--- config.mk ---
export PLATFORM = sky130hd
export DESIGN_NAME = cdc_ctrl
export DESIGN_NICKNAME = d
export VERILOG_FILES = /design/src/hw/rtl/cdc_pkg.sv /design/src/hw/rtl/cdc_ctrl.sv
export SDC_FILE = /design/constraint.sdc
export NUM_CORES = 1
export LEC_CHECK = 0
export BUFFER_PORTS_ARGS = -buffer_cell sky130_fd_sc_hd__buf_2
export CAP_MARGIN = 25
export CORE_AREA = 10 10 47 49
export CTS_CLUSTER_DIAMETER = 120
export CTS_CLUSTER_SIZE = 20
export DETAILED_ROUTE_END_ITERATION = 8
export DIE_AREA = 0 0 57 59
export MAX_ROUTING_LAYER = met4
export PLACE_DENSITY = 0.38
export RECOVER_POWER = 25
export SYNTH_ARGS = -nofsm -noshare
export SYNTH_HDL_FRONTEND = slang
export SYNTH_SLANG_ARGS = --single-unit
--- constraint.sdc ---
create_clock -name clk -period 1.6 [get_ports clk]
set_clock_uncertainty 0.05 [all_clocks]
set_input_delay 0 -clock clk [delete_from_list [all_inputs] [get_ports clk]]
set_output_delay 0 -clock clk [all_outputs]
set_load 0.02 [all_outputs]
--- src/hw/rtl/cdc_pkg.sv ---
package cdc_pkg;

	localparam int REF_W = 16;
	localparam int POS_W = 32;
	localparam int CNT_W = 32;
	localparam int OP_W  = 4;

	localparam int TABLE_DEPTH_DEF = 256;

	// cigar operation codes
	localparam logic [OP_W-1:0] OP_NONE      = 4'd0;
	localparam logic [OP_W-1:0] OP_SKIP_FWD  = 4'd1;
	localparam logic [OP_W-1:0] OP_SKIP_REV  = 4'd2;
	localparam logic [OP_W-1:0] OP_MATCH_FWD = 4'd3;
	localparam logic [OP_W-1:0] OP_MATCH_REV = 4'd4;
	localparam logic [OP_W-1:0] OP_DEL_FWD   = 4'd5;
	localparam logic [OP_W-1:0] OP_DEL_REV   = 4'd6;
	localparam logic [OP_W-1:0] OP_INS_A     = 4'd7;
	localparam logic [OP_W-1:0] OP_INS_B     = 4'd8;
	localparam logic [OP_W-1:0] OP_FUSION    = 4'd9;

	localparam logic [CNT_W-1:0] CNT_MAX = {CNT_W{1'b1}};

	// one slot of the count table
	typedef struct packed {
		logic             valid;
		logic [REF_W-1:0] ref_id;
		logic [POS_W-1:0] left;
		logic [POS_W-1:0] right;
		logic [CNT_W-1:0] count;
	} entry_t;

	// controller -> datapath
	typedef struct packed {
		logic in_ready;
		logic clr;
		logic start;
		logic next;
		logic finish;
	} cmd_t;

	// datapath -> controller
	typedef struct packed {
		logic in_valid;
		logic is_del;
		logic clr_last;
		logic hit;
		logic empty;
		logic last_probe;
		logic out_free;
	} sts_t;

endpackage

--- src/hw/rtl/cdc_ctrl.sv ---
module cdc_ctrl (
	input  logic          clk,
	input  logic          arst_n,
	input  cdc_pkg::sts_t sts,
	output cdc_pkg::cmd_t cmd
);
	import cdc_pkg::*;

	typedef enum logic [1:0] {
		ST_CLR,
		ST_IDLE,
		ST_RD,
		ST_CMP
	} state_t;

	state_t state_q;
	logic   done;

	// search ends on a match, on a free slot or after the whole table
	assign done = sts.hit || sts.empty || sts.last_probe;

	always_ff @(posedge clk or negedge arst_n) begin
		if (!arst_n) begin
			state_q <= ST_CLR;
		end else begin
			case (state_q)
				ST_CLR: begin
					if (sts.clr_last) state_q <= ST_IDLE;
				end
				ST_IDLE: begin
					if (sts.in_valid && sts.is_del) state_q <= ST_RD;
				end
				ST_RD: begin
					state_q <= ST_CMP;
				end
				ST_CMP: begin
					if (done && sts.out_free) state_q <= ST_IDLE;
				end
				default: state_q <= ST_CLR;
			endcase
		end
	end

	always_comb begin
		cmd = '0;
		case (state_q)
			ST_CLR:  cmd.clr = 1'b1;
			ST_IDLE: cmd.in_ready = 1'b1;
			ST_RD:   cmd.start = 1'b1;
			ST_CMP: begin
				cmd.finish = done && sts.out_free;
				cmd.next   = !done;
			end
			default: cmd = '0;
		endcase
	end
endmodule

==> metrics <==
diode count 0; total CTS buffers 3; DR vias 213; Slowest Stage Delay on Critical Path 0.40 ns; Die Y-Extent 59 um; Layout Cells excl Fill 55; Max-Cap Viols 0; pwr dens 1850 mW/mm2; final hold vios 0; CP Max Fanout 3; initial DRC count 2; worst slew pin tran 0.218 ns; critical-path cell list buf_4 -> ha_1 -> a211o_2 -> mux2_4; Synth Cell Area 206 um2; Via density 3.87; final global-route overflow total 0; R2R Path End state_q[1]$_DFFE_PN0P_; biggest regs state_q x2; Crit path max-delay family flip-flops; CP Buf/Inv Count 1; Final min period 1.53 ns; WS Path Type reg2reg; Tot Pwr 0.662 mW; WP depth 4; initial antenna violation count 0; first-pass GRT wire length 1.11 mm; Clock Latency Late Sink 0.22 ns; worst hold slack 0.0429 ns; Die W 57 um; status completed; Seq/Total Area, Yosys 24.2%; Hold Crit Class in2async; Pre-antenna DRT Iters 2; Synth Area per Inst 11.5 um2; Post-Synthesis Cells 18; Largest register FFs 2; Fin Setup TNS 0 ns; Biggest register state_q; Fmax 652 MHz; row count 14; Worst VDD drop 0.758 mV; Leak 0.195 nW; Slowest cell on crit path dfrtp_1; register area 50.0 um2; placed cells 50; die area 0.00336 mm2; detailed placer's ending HPWL 567 um; Multi-input gate area 145 um2; H-tree depth 1; clock sinks 2; Root Driver clkbuf_4; CTS max path bufs 2; Max Slew Vio Count 0; I/O Pins 14; DRC viols 0; fillers 166; flip-flop and latch count after synthesis 2; Total GRT Usage 4.36%; RSZ-0062 raised after global routing no; Post-Route WL 658 um; core outline area 0.00140 mm2; Initial Util 14.7%; Syn. warnings 0; vias in the first global route 245; final setup fails 0; Buffers on Ports 13; layout cells sized above 1 between 60% and 70%; Critical Path End Type flip-flop; Placer Congestion 0.744; Worst R2R Path Depth 4; CTS tree done; Synth cell types 11; Util after Layout between 20% and 30%; largest net degree at the start of global routing 4; Rel. slew slack 85.3%; clock-pin slew on the worst setup and hold paths about 0.030 ns; Routed Antenna Nets 0; Layout Area Growth over Synthesis 73.3%; r2r setup slk 0.07 ns; Crit path required time roughly 1.7 ns; syn nets 32; crit share post-route 95.8%; nets@finish 55; WP data arrival roughly 1.6 ns; crit start category flip-flop; WL per Instance 12.0 um; Worst R2R Start state_q[0]$_DFFE_PN0P_
## Yosys cell counts
cell type | instances | area (um2)
nand2_1 | 1 | 3.75
o311a_2 | 1 | 11.3
mux2i_1 | 1 | 10.0
clkinv_2 | 1 | 5.00
o22ai_1 | 1 | 6.26
nor4_4 | 1 | 21.3
mux2_4 | 1 | 15.0
ha_1 | 5 | 62.6
inv_1 | 3 | 11.3
a211o_2 | 1 | 10.0
dfrtp_1 | 2 | 50.1
## where the power goes
group / internal [mW] / switching [mW] / leakage [nW]
clock network: 0.0827 / 0.0284 / 0.0138
logic: 0.232 / 0.219 / 0.159
registers: 0.0787 / 0.0217 / 0.0224
## metal layers
metal | vias to the layer above | track usage (%) | part of all wire (%)
li1 | 105 | - | -
met1 | 94 | 4.52 | 50
met2 | 14 | 5.74 | 36
met3 | 0 | 3.65 | 14
met4 | 0 | 2.01 | 0
met5 | - | - | 0
## placed cells by master (no fill, tap or decap)
cell type      instances
buf_2                 12
buf_4                  4
inv_1                  3
ha_1                   3
clkbuf_4               3
ha_2                   2
dfrtp_1                2
o311a_2                1
clkinv_2               1
nor4_4                 1
nand2_1                1
o22ai_1                1
a211o_2                1
mux2i_1                1
mux2_4                 1
dlygate4sd3_1          1
clkbuf_1               1
## timing repair
action	4_1_cts	5_1_grt
buffers inserted	0	1
gates resized for setup	1	0
hold buffers	1	0
hold endpoints to repair	2	0
cloned	0	0
endpoints found under the setup margin	1	1
pin swaps	0	1
## worst reg2reg max path, delay by kind of cell (launching register included)
family | cells | cell delay, ns
fa+ha+maj | 1 | 0.20
compound gates | 1 | 0.32
mux | 1 | 0.30
flops | 1 | 0.40
buf+inv | 1 | 0.15
## worst max-delay path by stage
stage	endpoint	slack, ns	startpoint
finish	state_q[1]$_DFFE_PN0P_	0.07	state_q[0]$_DFFE_PN0P_
global route	state_q[1]$_DFFE_PN0P_	0.009	state_q[0]$_DFFE_PN0P_
CTS	state_q[1]$_DFFE_PN0P_	0.02	state_q[0]$_DFFE_PN0P_
detailed placement	state_q[1]$_DFFE_PN0P_	0.0008	state_q[0]$_DFFE_PN0P_
global placement	state_q[1]$_DFFE_PN0P_	0.01	state_q[0]$_DFFE_PN0P_
floorplan	state_q[1]$_DFFE_PN0P_	0.008	state_q[0]$_DFFE_PN0P_
## kinds of logic after synthesis
group           synth area share, %
compound gates                 13.3
mux                            12.1
simple gates                   12.1
buf+inv                        7.88
flops                          24.2
fa+ha+maj                      30.3
## cell type report
type / instances / share of cell area [%]
multi-input combinational: 12 / 40.6
timing repair buffer: 18 / 29.0
sequential: 2 / 14.0
clock buffer: 3 / 6.29
tap: 16 / 5.59
inverter: 4 / 4.55
## stage by stage
step	cell area, um2	worst slack, ns
floorplan	209	0.00774
global placement	317	0.0125
detailed placement	317	0.000756
CTS	352	0.0212
global route	358	0.00923
finish	358	0.0674
No activity file was read; power rests on OpenSTA's default activity.
